`src/design/pidc_pkg.sv`:
```
// Shared types and constants for the incremental PID controller.
package pidc_pkg;

	localparam int SAMPLE_WIDTH_DEF   = 16;
	localparam int GAIN_FRAC_BITS_DEF = 8;
	localparam int OUT_FRAC_BITS      = 8;
	localparam int PERIOD_FRAC_BITS   = 16;
	localparam int GAIN_W             = 16;
	localparam int KIP_W              = 2 * GAIN_W;
	localparam int OUT_W              = 32;
	localparam int LIMIT_W            = 31;
	localparam int CFG_IDX_W          = 3;

	typedef enum logic [CFG_IDX_W-1:0] {
		CFG_KP     = 3'd0,
		CFG_KI     = 3'd1,
		CFG_KD     = 3'd2,
		CFG_PERIOD = 3'd3,
		CFG_LIMIT  = 3'd4
	} cfg_reg_t;

	typedef enum logic [3:0] {
		ST_IDLE,
		ST_KIP,
		ST_LO,
		ST_HI,
		ST_P,
		ST_D,
		ST_ACC,
		ST_SCALE,
		ST_SAT
	} state_t;

	typedef enum logic [2:0] {
		MUL_KIP,
		MUL_LO,
		MUL_HI,
		MUL_P,
		MUL_D
	} mul_sel_t;

	typedef enum logic [1:0] {
		ACC_HOLD,
		ACC_SET_LO,
		ACC_ADD
	} acc_op_t;

	typedef struct packed {
		logic     load;
		logic     kip_load;
		logic     prod_load;
		mul_sel_t mul_sel;
		acc_op_t  acc_op;
		logic     tot_load;
		logic     commit;
	} pidc_cmd_t;

	typedef struct packed {
		logic out_busy;
	} pidc_status_t;

endpackage

```
`src/design/pidc_ctrl.sv`:
```
// Sequencer that steps one item through the shared multiplier and the output stage.
module pidc_ctrl import pidc_pkg::*; (
	input  logic         clk,
	input  logic         arst_n,
	input  logic         in_valid,
	input  logic         enable,
	input  pidc_status_t status,
	output logic         in_stall,
	output pidc_cmd_t    cmd
);

	state_t state_q;
	state_t state_next;

	always_ff @(posedge clk or negedge arst_n) begin
		if (!arst_n) begin
			state_q <= ST_IDLE;
		end else begin
			state_q <= state_next;
		end
	end

	always_comb begin
		state_next = state_q;
		case (state_q)
			ST_IDLE: begin
				if (in_valid) begin
					state_next = enable ? ST_KIP : ST_SAT;
				end
			end
			ST_KIP:   state_next = ST_LO;
			ST_LO:    state_next = ST_HI;
			ST_HI:    state_next = ST_P;
			ST_P:     state_next = ST_D;
			ST_D:     state_next = ST_ACC;
			ST_ACC:   state_next = ST_SCALE;
			ST_SCALE: state_next = ST_SAT;
			ST_SAT: begin
				if (!status.out_busy) begin
					state_next = ST_IDLE;
				end
			end
			default:  state_next = ST_IDLE;
		endcase
	end

	always_comb begin
		in_stall      = 1'b1;
		cmd.load      = 1'b0;
		cmd.kip_load  = 1'b0;
		cmd.prod_load = 1'b0;
		cmd.mul_sel   = MUL_P;
		cmd.acc_op    = ACC_HOLD;
		cmd.tot_load  = 1'b0;
		cmd.commit    = 1'b0;
		case (state_q)
			ST_IDLE: begin
				in_stall = 1'b0;
				cmd.load = in_valid;
			end
			ST_KIP: begin
				cmd.mul_sel  = MUL_KIP;
				cmd.kip_load = 1'b1;
			end
			ST_LO: begin
				cmd.mul_sel   = MUL_LO;
				cmd.prod_load = 1'b1;
			end
			ST_HI: begin
				cmd.mul_sel   = MUL_HI;
				cmd.prod_load = 1'b1;
				cmd.acc_op    = ACC_SET_LO;
			end
			ST_P: begin
				cmd.mul_sel   = MUL_P;
				cmd.prod_load = 1'b1;
				cmd.acc_op    = ACC_ADD;
			end
			ST_D: begin
				cmd.mul_sel   = MUL_D;
				cmd.prod_load = 1'b1;
				cmd.acc_op    = ACC_ADD;
			end
			ST_ACC: begin
				cmd.acc_op = ACC_ADD;
			end
			ST_SCALE: begin
				cmd.tot_load = 1'b1;
			end
			ST_SAT: begin
				cmd.commit = !status.out_busy;
			end
			default: begin
				in_stall = 1'b1;
			end
		endcase
	end

endmodule

```
`src/design/pidc_datapath.sv`:
```
// Error history, shared multiplier, accumulator, saturation and output register.
module pidc_datapath import pidc_pkg::*; #(
	parameter int SAMPLE_WIDTH   = SAMPLE_WIDTH_DEF,
	parameter int GAIN_FRAC_BITS = GAIN_FRAC_BITS_DEF
) (
	input  logic                           clk,
	input  logic                           arst_n,
	input  pidc_cmd_t                      cmd,
	output pidc_status_t                   status,
	input  logic                           enable,
	input  logic signed [SAMPLE_WIDTH-1:0] setpoint,
	input  logic signed [SAMPLE_WIDTH-1:0] feedback,
	input  logic [GAIN_W-1:0]              kp_gain,
	input  logic [GAIN_W-1:0]              ki_gain,
	input  logic [GAIN_W-1:0]              kd_gain,
	input  logic [GAIN_W-1:0]              sample_period,
	input  logic [LIMIT_W-1:0]             output_limit,
	output logic                           out_valid,
	input  logic                           out_stall,
	output logic signed [OUT_W-1:0]        control_output
);

	localparam int EW     = SAMPLE_WIDTH + 1;
	localparam int MA     = (SAMPLE_WIDTH + 3 > GAIN_W + 1) ? SAMPLE_WIDTH + 3 : GAIN_W + 1;
	localparam int PW     = MA + GAIN_W + 1;
	localparam int ACC_W  = MA + 21;
	localparam int SHR    = (GAIN_FRAC_BITS >= OUT_FRAC_BITS) ? GAIN_FRAC_BITS - OUT_FRAC_BITS : 0;
	localparam int SHL    = (GAIN_FRAC_BITS < OUT_FRAC_BITS) ? OUT_FRAC_BITS - GAIN_FRAC_BITS : 0;
	localparam int TOT_W  = ACC_W + SHL + 1;

	logic signed [EW-1:0]    e1_q;
	logic signed [EW-1:0]    e0_q;
	logic signed [EW-1:0]    err_q;
	logic signed [EW:0]      dp_q;
	logic signed [EW+1:0]    dd_q;
	logic                    en_q;
	logic [KIP_W-1:0]        kip_q;
	logic signed [PW-1:0]    prod_q;
	logic signed [ACC_W-1:0] acc_q;
	logic signed [TOT_W-1:0] tot_q;
	logic signed [OUT_W-1:0] accum_q;
	logic signed [OUT_W-1:0] out_q;
	logic                    out_valid_q;

	logic signed [EW-1:0]    err_w;
	logic signed [EW:0]      dp_w;
	logic signed [EW+1:0]    dd_w;
	logic signed [MA-1:0]    mul_a;
	logic signed [GAIN_W:0]  mul_b;
	logic signed [PW-1:0]    prod_w;
	logic signed [PW-1:0]    lo_sh;
	logic signed [TOT_W-1:0] acc_ext;
	logic signed [TOT_W-1:0] scaled;
	logic signed [TOT_W-1:0] lim_pos;
	logic signed [TOT_W-1:0] lim_neg;
	logic signed [TOT_W-1:0] sat;
	logic signed [OUT_W-1:0] result;
	logic                    out_taken;

	always_comb begin
		if (enable) begin
			err_w = EW'(setpoint) - EW'(feedback);
		end else begin
			err_w = '0;
		end
		dp_w = (EW+1)'(err_w) - (EW+1)'(e1_q);
		dd_w = (EW+2)'(err_w) - ((EW+2)'(e1_q) <<< 1) + (EW+2)'(e0_q);
	end

	always_comb begin
		case (cmd.mul_sel)
			MUL_KIP: begin
				mul_a = signed'(MA'(ki_gain));
				mul_b = signed'({1'b0, sample_period});
			end
			MUL_LO: begin
				mul_a = MA'(err_q);
				mul_b = signed'({1'b0, kip_q[GAIN_W-1:0]});
			end
			MUL_HI: begin
				mul_a = MA'(err_q);
				mul_b = signed'({1'b0, kip_q[KIP_W-1:GAIN_W]});
			end
			MUL_P: begin
				mul_a = MA'(dp_q);
				mul_b = signed'({1'b0, kp_gain});
			end
			MUL_D: begin
				mul_a = MA'(dd_q);
				mul_b = signed'({1'b0, kd_gain});
			end
			default: begin
				mul_a = '0;
				mul_b = '0;
			end
		endcase
		prod_w = PW'(mul_a) * PW'(mul_b);
		lo_sh  = prod_q >>> PERIOD_FRAC_BITS;
	end

	always_comb begin
		acc_ext = TOT_W'(acc_q);
		if (GAIN_FRAC_BITS >= OUT_FRAC_BITS) begin
			scaled = acc_ext >>> SHR;
		end else begin
			scaled = acc_ext <<< SHL;
		end
		lim_pos = signed'(TOT_W'(output_limit));
		lim_neg = -lim_pos;
		if (tot_q > lim_pos) begin
			sat = lim_pos;
		end else if (tot_q < lim_neg) begin
			sat = lim_neg;
		end else begin
			sat = tot_q;
		end
		result    = en_q ? sat[OUT_W-1:0] : '0;
		out_taken = out_valid_q && !out_stall;
	end

	always_ff @(posedge clk) begin
		if (cmd.load) begin
			err_q <= err_w;
			dp_q  <= dp_w;
			dd_q  <= dd_w;
			en_q  <= enable;
		end
		if (cmd.kip_load) begin
			kip_q <= prod_w[KIP_W-1:0];
		end
		if (cmd.prod_load) begin
			prod_q <= prod_w;
		end
		case (cmd.acc_op)
			ACC_SET_LO: acc_q <= ACC_W'(lo_sh);
			ACC_ADD:    acc_q <= acc_q + ACC_W'(prod_q);
			default:    acc_q <= acc_q;
		endcase
		if (cmd.tot_load) begin
			tot_q <= scaled + TOT_W'(accum_q);
		end
		if (cmd.commit) begin
			out_q <= result;
		end
	end

	always_ff @(posedge clk or negedge arst_n) begin
		if (!arst_n) begin
			e1_q        <= '0;
			e0_q        <= '0;
			accum_q     <= '0;
			out_valid_q <= 1'b0;
		end else begin
			if (cmd.commit) begin
				e0_q        <= e1_q;
				e1_q        <= err_q;
				accum_q     <= result;
				out_valid_q <= 1'b1;
			end else if (out_taken) begin
				out_valid_q <= 1'b0;
			end
		end
	end

	assign status.out_busy = out_valid_q && out_stall;
	assign out_valid       = out_valid_q;
	assign control_output  = out_q;

endmodule

```
`src/design/incremental_pid_controller.sv`:
```
// Incremental PID controller top level with configuration registers.
//
// Input channel: enable, setpoint and feedback move on a transfer when in_valid is
// high and in_stall is low. Output channel: control_output moves on a transfer
// when out_valid is high and out_stall is low. Every input item gives one result.
// Gains, sample period and output limit are written through cfg_we, cfg_index and
// cfg_wdata; writes to unknown indexes are ignored. The user must write them only
// while the block is idle; the block itself does not enforce this. For an enabled
// item, one shared multiplier forms ki*period, the two halves of the integral
// term, the proportional and the derivative terms in turn, then the accumulator
// adds the last product, the scale step scales it and adds the running output
// and the saturation step saturates it. A disabled item goes straight to the
// saturation step and gives a zero result. The block takes one item at a time,
// so the next item is accepted in the cycle after the previous result is registered.
// The result sits in an output register; while the receiver stalls, the block
// still accepts and works on the next item and holds it at the saturation step
// until the register frees up.
// Reset clears the error history, the running output and the gains and period,
// and sets the output limit to its maximum.
module incremental_pid_controller import pidc_pkg::*; #(
	parameter int SAMPLE_WIDTH   = SAMPLE_WIDTH_DEF,
	parameter int GAIN_FRAC_BITS = GAIN_FRAC_BITS_DEF
) (
	input  logic                           clk,
	input  logic                           arst_n,
	input  logic                           cfg_we,
	input  logic [CFG_IDX_W-1:0]           cfg_index,
	input  logic [LIMIT_W-1:0]             cfg_wdata,
	input  logic                           in_valid,
	output logic                           in_stall,
	input  logic                           enable,
	input  logic signed [SAMPLE_WIDTH-1:0] setpoint,
	input  logic signed [SAMPLE_WIDTH-1:0] feedback,
	output logic                           out_valid,
	input  logic                           out_stall,
	output logic signed [OUT_W-1:0]        control_output
);

	logic [GAIN_W-1:0]  kp_q;
	logic [GAIN_W-1:0]  ki_q;
	logic [GAIN_W-1:0]  kd_q;
	logic [GAIN_W-1:0]  period_q;
	logic [LIMIT_W-1:0] limit_q;

	pidc_cmd_t    cmd;
	pidc_status_t status;

	always_ff @(posedge clk or negedge arst_n) begin
		if (!arst_n) begin
			kp_q     <= '0;
			ki_q     <= '0;
			kd_q     <= '0;
			period_q <= '0;
			limit_q  <= '1;
		end else if (cfg_we) begin
			case (cfg_index)
				CFG_KP:     kp_q     <= cfg_wdata[GAIN_W-1:0];
				CFG_KI:     ki_q     <= cfg_wdata[GAIN_W-1:0];
				CFG_KD:     kd_q     <= cfg_wdata[GAIN_W-1:0];
				CFG_PERIOD: period_q <= cfg_wdata[GAIN_W-1:0];
				CFG_LIMIT:  limit_q  <= cfg_wdata;
				default:    limit_q  <= limit_q;
			endcase
		end
	end

	pidc_ctrl u_ctrl (
		.clk      (clk),
		.arst_n   (arst_n),
		.in_valid (in_valid),
		.enable   (enable),
		.status   (status),
		.in_stall (in_stall),
		.cmd      (cmd)
	);

	pidc_datapath #(
		.SAMPLE_WIDTH   (SAMPLE_WIDTH),
		.GAIN_FRAC_BITS (GAIN_FRAC_BITS)
	) u_datapath (
		.clk            (clk),
		.arst_n         (arst_n),
		.cmd            (cmd),
		.status         (status),
		.enable         (enable),
		.setpoint       (setpoint),
		.feedback       (feedback),
		.kp_gain        (kp_q),
		.ki_gain        (ki_q),
		.kd_gain        (kd_q),
		.sample_period  (period_q),
		.output_limit   (limit_q),
		.out_valid      (out_valid),
		.out_stall      (out_stall),
		.control_output (control_output)
	);

endmodule
```
`config.mk`:
```
export PLATFORM = sky130hd
export DESIGN_NAME = incremental_pid_controller
export DESIGN_NICKNAME = d
export VERILOG_FILES = /design/src/design/pidc_pkg.sv /design/src/design/pidc_ctrl.sv /design/src/design/pidc_datapath.sv /design/src/design/incremental_pid_controller.sv
export SDC_FILE = /design/constraint.sdc
export NUM_CORES = 2
export LEC_CHECK = 0
export BUFFER_PORTS_ARGS = -buffer_cell sky130_fd_sc_hd__buf_2
export CORE_MARGIN = 4
export CORE_UTILIZATION = 35
export DETAILED_ROUTE_END_ITERATION = 12
export PLACE_DENSITY_LB_ADDON = 0.12
export SLEW_MARGIN = 20
export SYNTH_ARGS = -nofsm -noshare
export SYNTH_HDL_FRONTEND = slang
export SYNTH_SLANG_ARGS = --single-unit
```
`constraint.sdc`:
```
create_clock -name clk -period 10.4 [get_ports clk]
set_input_delay 0.52 -clock clk [delete_from_list [all_inputs] [get_ports clk]]
set_output_delay 0.52 -clock clk [all_outputs]
set_load 0.02 [all_outputs]
```
* Word-level counts from Yosys, hierarchy flattened
Cells that the tools add are included.
Storage, ports and cells: logic and storage cells 88, bits of input ports 72, output and inout port bits 34, register bits after elaboration 402
Cells by class: multiplexer cells 21, reduce and logical (&&, ||, !) cells 18, $mul 1, magnitude comparators 2, add/sub/neg operators 7, equal/unequal tests 20
Operators with widths (number):
- $mux W32 | 3
- $pmux W16 S5 | 1
- $pmux W40 S2 | 1
- $pmux W19 S4 | 1
- $add A40 B32 Y41 | 1
- $gt A41 B32 Y1 | 1
- $lt A41 B41 Y1 | 1
- $neg A31 Y41 | 1
- $add A40 B36 Y40 | 1
- $mul A19 B17 Y36 | 1
- $pmux W4 S9 | 1
- $add A19 B17 Y19 | 1
- $sub A17 B18 Y19 | 1
- $sub A17 B17 Y18 | 1
- $mux W17 | 1
- $sub A16 B16 Y17 | 1
- $eq A4 B3 Y1 const B | 4
- $eq A3 B2 Y1 const B | 4
- $mux W4 | 3
- $pmux W3 S4 | 1
- $reduce_and A2 Y1 | 6
- $eq A4 B2 Y1 const B | 2
- $mux W1 | 8
- $eq A3 B1 Y1 const B | 2
- 15 further kinds | 21

* Depth between registers and ports, before layout
depth after elaboration 6, gate-level depth with buffers 34, mapped depth without buffers 30

* Cells and area by module
A second synthesis with hierarchy kept.
Unflattened totals: cells, all modules 3588, area total of the unflattened synthesis 36089.6 um2
Modules (own cells, without submodules):
- pidc_datapath | cells an instance 3349, instances 1, sequential area each 8763.4 um2, area each 32143.3 um2
- incremental_pid_controller | cells an instance 204, instances 1, sequential area each 2416.1 um2, area each 3657.3 um2
- pidc_ctrl | cells an instance 35, instances 1, sequential area each 100.1 um2, area each 289.0 um2

* Worst setup path before layout
Ideal clock, no wire load.
path kind register to register, from register u_ctrl.state_q[1], to register u_datapath.prod_q[35], data pin, arrival 8.426 ns, data required time 10.140 ns, slack 1.714 ns, path buffers 4, clock period less this slack 8.686 ns, library setup time 0.260 ns, cell stages (with the launch flop) 30, cell sequence dfrtp_1 > clkbuf_1 > nand2b_1 > nor3_1 > clkbuf_1 > clkbuf_1 > nand2_1 > nand4_1 > clkbuf_1 > nand2_1 > fa_1 > fa_1 > fa_1 > inv_1 > fa_1 > fa_1 > inv_1 > fa_1 > inv_1 > ha_1 > a21o_1 > a21o_1 > a21o_1 > a221oi_1 > o31ai_1 > a31oi_1 > o211ai_1 > a41oi_1 > o21bai_1 > xnor2_1
Between the ends: word-level cells in the longest chain between the ends 6, elaborated cells between the ends (all ways) 14, classes of those cells 1 x mul; 8 x eq/ne; 3 x mux; 2 x reduce/logical
RTL lines:
- start, declared | line pidc_ctrl.sv:12 | state_t state_q;
- start signal, assigned | line pidc_ctrl.sv:19 | state_q <= state_next;
- $eq A4 B3 Y1, or another cell as far along | line pidc_ctrl.sv:56 | case (state_q)
- $pmux W3 S4 * | line pidc_ctrl.sv:56
- $eq A3 B1 Y1 or $eq A3 B2 Y1 (tied branches) | line pidc_datapath.sv:71 | case (cmd.mul_sel)
- $reduce_or A2 Y1 (no line)
- $pmux W19 S4 | line pidc_datapath.sv:71
- $mul A19 B17 Y36 * | line pidc_datapath.sv:97 | prod_w = PW'(mul_a) * PW'(mul_b);
- via u_datapath.prod_w[35] | line pidc_datapath.sv:50 | logic signed [PW-1:0] prod_w;
- end signal, assigned | line pidc_datapath.sv:132 | prod_q <= prod_w;
- end, declared | line pidc_datapath.sv:38 | logic signed [PW-1:0] prod_q;
Mark *: on every way through the listed nets, which the timed path passes. The rest lies on a longest branch. A chain may end at the register's enable or synchronous reset.

* Worst setup path in the final report
from register u_ctrl.state_q[3], to register u_datapath.prod_q[34], data pin
Same word-level chain as after synthesis.

==> results.sh <==
export IMPL_path_common_cell="fa_1"
export IMPL_skew_ns=0.0623
export IMPL_rows=117
export IMPL_finalMaxSlewViolations=0
export IMPL_drcViolationCount=0
export IMPL_finalHoldViolCount=0
export IMPL_synth_nets=4468
export IMPL_grt_max_degree=71
export IMPL_critPathSlowestCell="and2_1"
export IMPL_pre_cts_ws_ns=1.49
export IMPL_start_util=0.354
export IMPL_synth_top_area_share=0.196
export IMPL_fp_coreArea_mm2=0.102
export IMPL_rr_endpoint="u_datapath.prod_q[34]"
export IMPL_overflow=0
export IMPL_r2r_start="u_ctrl.state_q[3]"
export IMPL_nets=4548
export IMPL_seq_area_frac_synth=0.312
export IMPL_outcome="finished, final reports clean"
export IMPL_drv_cap=0
export IMPL_cts_buffers_inserted=50
export IMPL_yosysWarnings=0
export IMPL_first_pass_iters=6
export IMPL_min_from="cfg_wdata[17]"
export IMPL_syn_area_mm2=0.0362
export IMPL_grtUsageTotal=0.204
export IMPL_netlist_instances=3773
export IMPL_num_io_pins=106
export IMPL_fin_crit_ns=8.97
export IMPL_hold_path_end="limit_q[17]"
export IMPL_rsz0062_at_grt="no"
export IMPL_clk_pin_slew_ns=0.06
export IMPL_setup_slack_ns=1.43
export IMPL_hold_depth=3
export IMPL_critPathArrivalTime_ns=9.29
export IMPL_clock_sinks=402
export IMPL_synthTopCellsByArea="edfxtp_1 20%, fa_1 18%, ha_1 10%"
export IMPL_fin_tns_setup_ns=0
export IMPL_grt_pass1_wl_um=169000
export IMPL_ys_ff_latch=402
export IMPL_syn2layout_area_growth_pct=10.8
export IMPL_hpwl_um=87800
export IMPL_finalCritPeriodShare=0.862
export IMPL_async_flop_share=0.413
export IMPL_synth_top_area_cell="edfxtp_1"
export IMPL_synth_ff_type="edfxtp_1"
export IMPL_reg2regPathDepth=26
export IMPL_antenna_found_initial=6
export IMPL_worstSetupStartpointType="flip-flop"
export IMPL_synth_area_per_cell_um2=9.59
export IMPL_cts_tree="yes"
export IMPL_max_stage_delay_ns=0.68
export IMPL_grt_pass1_vias=27800
export IMPL_hold_path_class="input port to flip-flop"
export IMPL_required_ns=10.72
export IMPL_vias=27000
export IMPL_reg2reg_slack_ns=1.43
export IMPL_portBuffers=105
export IMPL_end_kind="flip-flop"
export IMPL_ctsRootBufferMaster="clkbuf_16"
export IMPL_die_area_mm2=0.109
export IMPL_routedWlPerCell_um=20.8
export IMPL_clock_path_buffers=3
export IMPL_setup_viol=0
export IMPL_synth_edf_count=236
export IMPL_fmax_ghz=0.112
export IMPL_stdcell_count=5265
export IMPL_place_congestion=0.881
export IMPL_tightest_slew_ns=1.20
export IMPL_htree_levels=2
export IMPL_die_w_um=330
export IMPL_first_iter_violations=1688
export IMPL_die_y_um=330
export IMPL_whs_ns=0.0992
export IMPL_crit_fanout=19
export IMPL_routed_via_density=5.12
export IMPL_clk_latency_ns=0.63
export IMPL_ys_types=100
export IMPL_crit_type="flip-flop to flip-flop"
export IMPL_drive_above_1_share=0.101
export IMPL_wirelength_um=109000
export IMPL_cts_resized=0
export IMPL_dp_cells=5168
export IMPL_ant_nets=0
export IMPL_slew_headroom=0.191
==> through the flow <==
stage / cell area, um2 / utilization
after CTS: 40100 / 0.393
after global routing: 40100 / 0.393
after detailed placement: 38400 / 0.375
after floorplan: 36200 / -
final: 40100 / 0.393
after global placement: 38400 / 0.375
==> cell usage in the layout, fill, tap and decap left out, drive strengths merged, types with 64 or more instances in the layout <==
cell and instances:
inv 583, nand2 474, fa 328, nor2 306, ha 295, edfxtp 236, o21ai 179, a21oi 150
buf 143, dfrtp 135, xnor2 128, a21o 80, mux2 78, clkbuf 64
==> flip-flops by register name (all words and copies together) (netlist names) <==
register                   count
u_datapath.tot_q              41
u_datapath.acc_q              40
u_datapath.prod_q             36
u_datapath.accum_q            32
u_datapath.control_output     32
u_datapath.kip_q              32
limit_q                       31
u_datapath.dd_q               19
u_datapath.dp_q               18
u_datapath.e0_q               17
u_datapath.e1_q               17
u_datapath.err_q              17
kd_q                          16
ki_q                          16
kp_q                          16
period_q                      16
u_ctrl.state_q                 4
u_datapath.en_q                1
u_datapath.out_valid           1
==> layout make-up <==
class / instances / area [um2]
antenna: 2 / 5.00
clock buffer: 63 / 1380
clock inverter: 31 / 374
fill: 10300 / 62100
inverter: 580 / 2180
multi-input combinational: 2674 / 22400
sequential: 402 / 11300
tap: 1368 / 1710
timing repair buffer: 145 / 837
==> repair_timing <==
item                      4_1_cts  5_1_grt
setup buffers                   0        0
hold endpoints to repair       37        0
hold buffers                    1        0
==> Yosys cell counts, types with 77 or more instances <==
cell type  instances
a21o_1            80
a21oi_1          150
clkbuf_1         100
dfrtp_1          135
edfxtp_1         236
fa_1             328
ha_1             295
inv_1            578
mux2_2            77
nand2_1          474
nor2_1           304
o21ai_0          104
xnor2_1          128
==> per-layer routing <==
| metal | GRT usage | up-vias | part of all wire |
|---|---|---|---|
| met2 | 0.354 | 562 | 0.49 |
| met5 | 0 | - | 0.00012 |
| met1 | 0.270 | 13400 | 0.44 |
| met3 | 0.0196 | 145 | 0.042 |
| li1 | - | 12900 | - |
| met4 | 0.0593 | 2 | 0.032 |
==> kinds of logic (layout without fill, tap and decap cells) <==
kind of cell	count (synthesis)	count (layout)	synth area share
other	0	2	0
xor gates and xnor gates	159	159	0.0385
adders and majority gates	623	623	0.283
muxes	93	93	0.0285
and+or+nand+nor	1126	1126	0.144
DFF	402	402	0.312
buffers and inverters	697	819	0.0732
AOI/OAI and AO/OA	673	673	0.121
==> critical path: cells and delay by family, from the launching register on <==
| kind | cells | cell delay [ns] |
|---|---|---|
| AOI/OAI and AO/OA | 8 | 1.81 |
| xor gates and xnor gates | 1 | 0.09 |
| adders and majority gates | 7 | 3.57 |
| buffers and inverters | 4 | 0.49 |
| DFF | 1 | 0.51 |
| and+or+nand+nor | 6 | 2.21 |
==> worst max-delay path by stage <==
| stage | slack, ns | cells after the start | startpoint | endpoint |
|---|---|---|---|---|
| final | 1.43 | 26 | u_ctrl.state_q[3] | u_datapath.prod_q[34] |
| after CTS | 1.39 | 26 | u_ctrl.state_q[3] | u_datapath.prod_q[34] |
| after global routing | 0.78 | 26 | u_ctrl.state_q[3] | u_datapath.prod_q[34] |
| after global placement | 1.59 | 28 | u_ctrl.state_q[3] | u_datapath.prod_q[35] |
| after detailed placement | 1.49 | 26 | u_ctrl.state_q[3] | u_datapath.prod_q[34] |
| after floorplan | 1.71 | 29 | u_ctrl.state_q[1] | u_datapath.prod_q[35] |
Power is left out: the tool's default activity adds up to more than one toggle a clock period on the data nets, which glitch-free logic cannot reach.
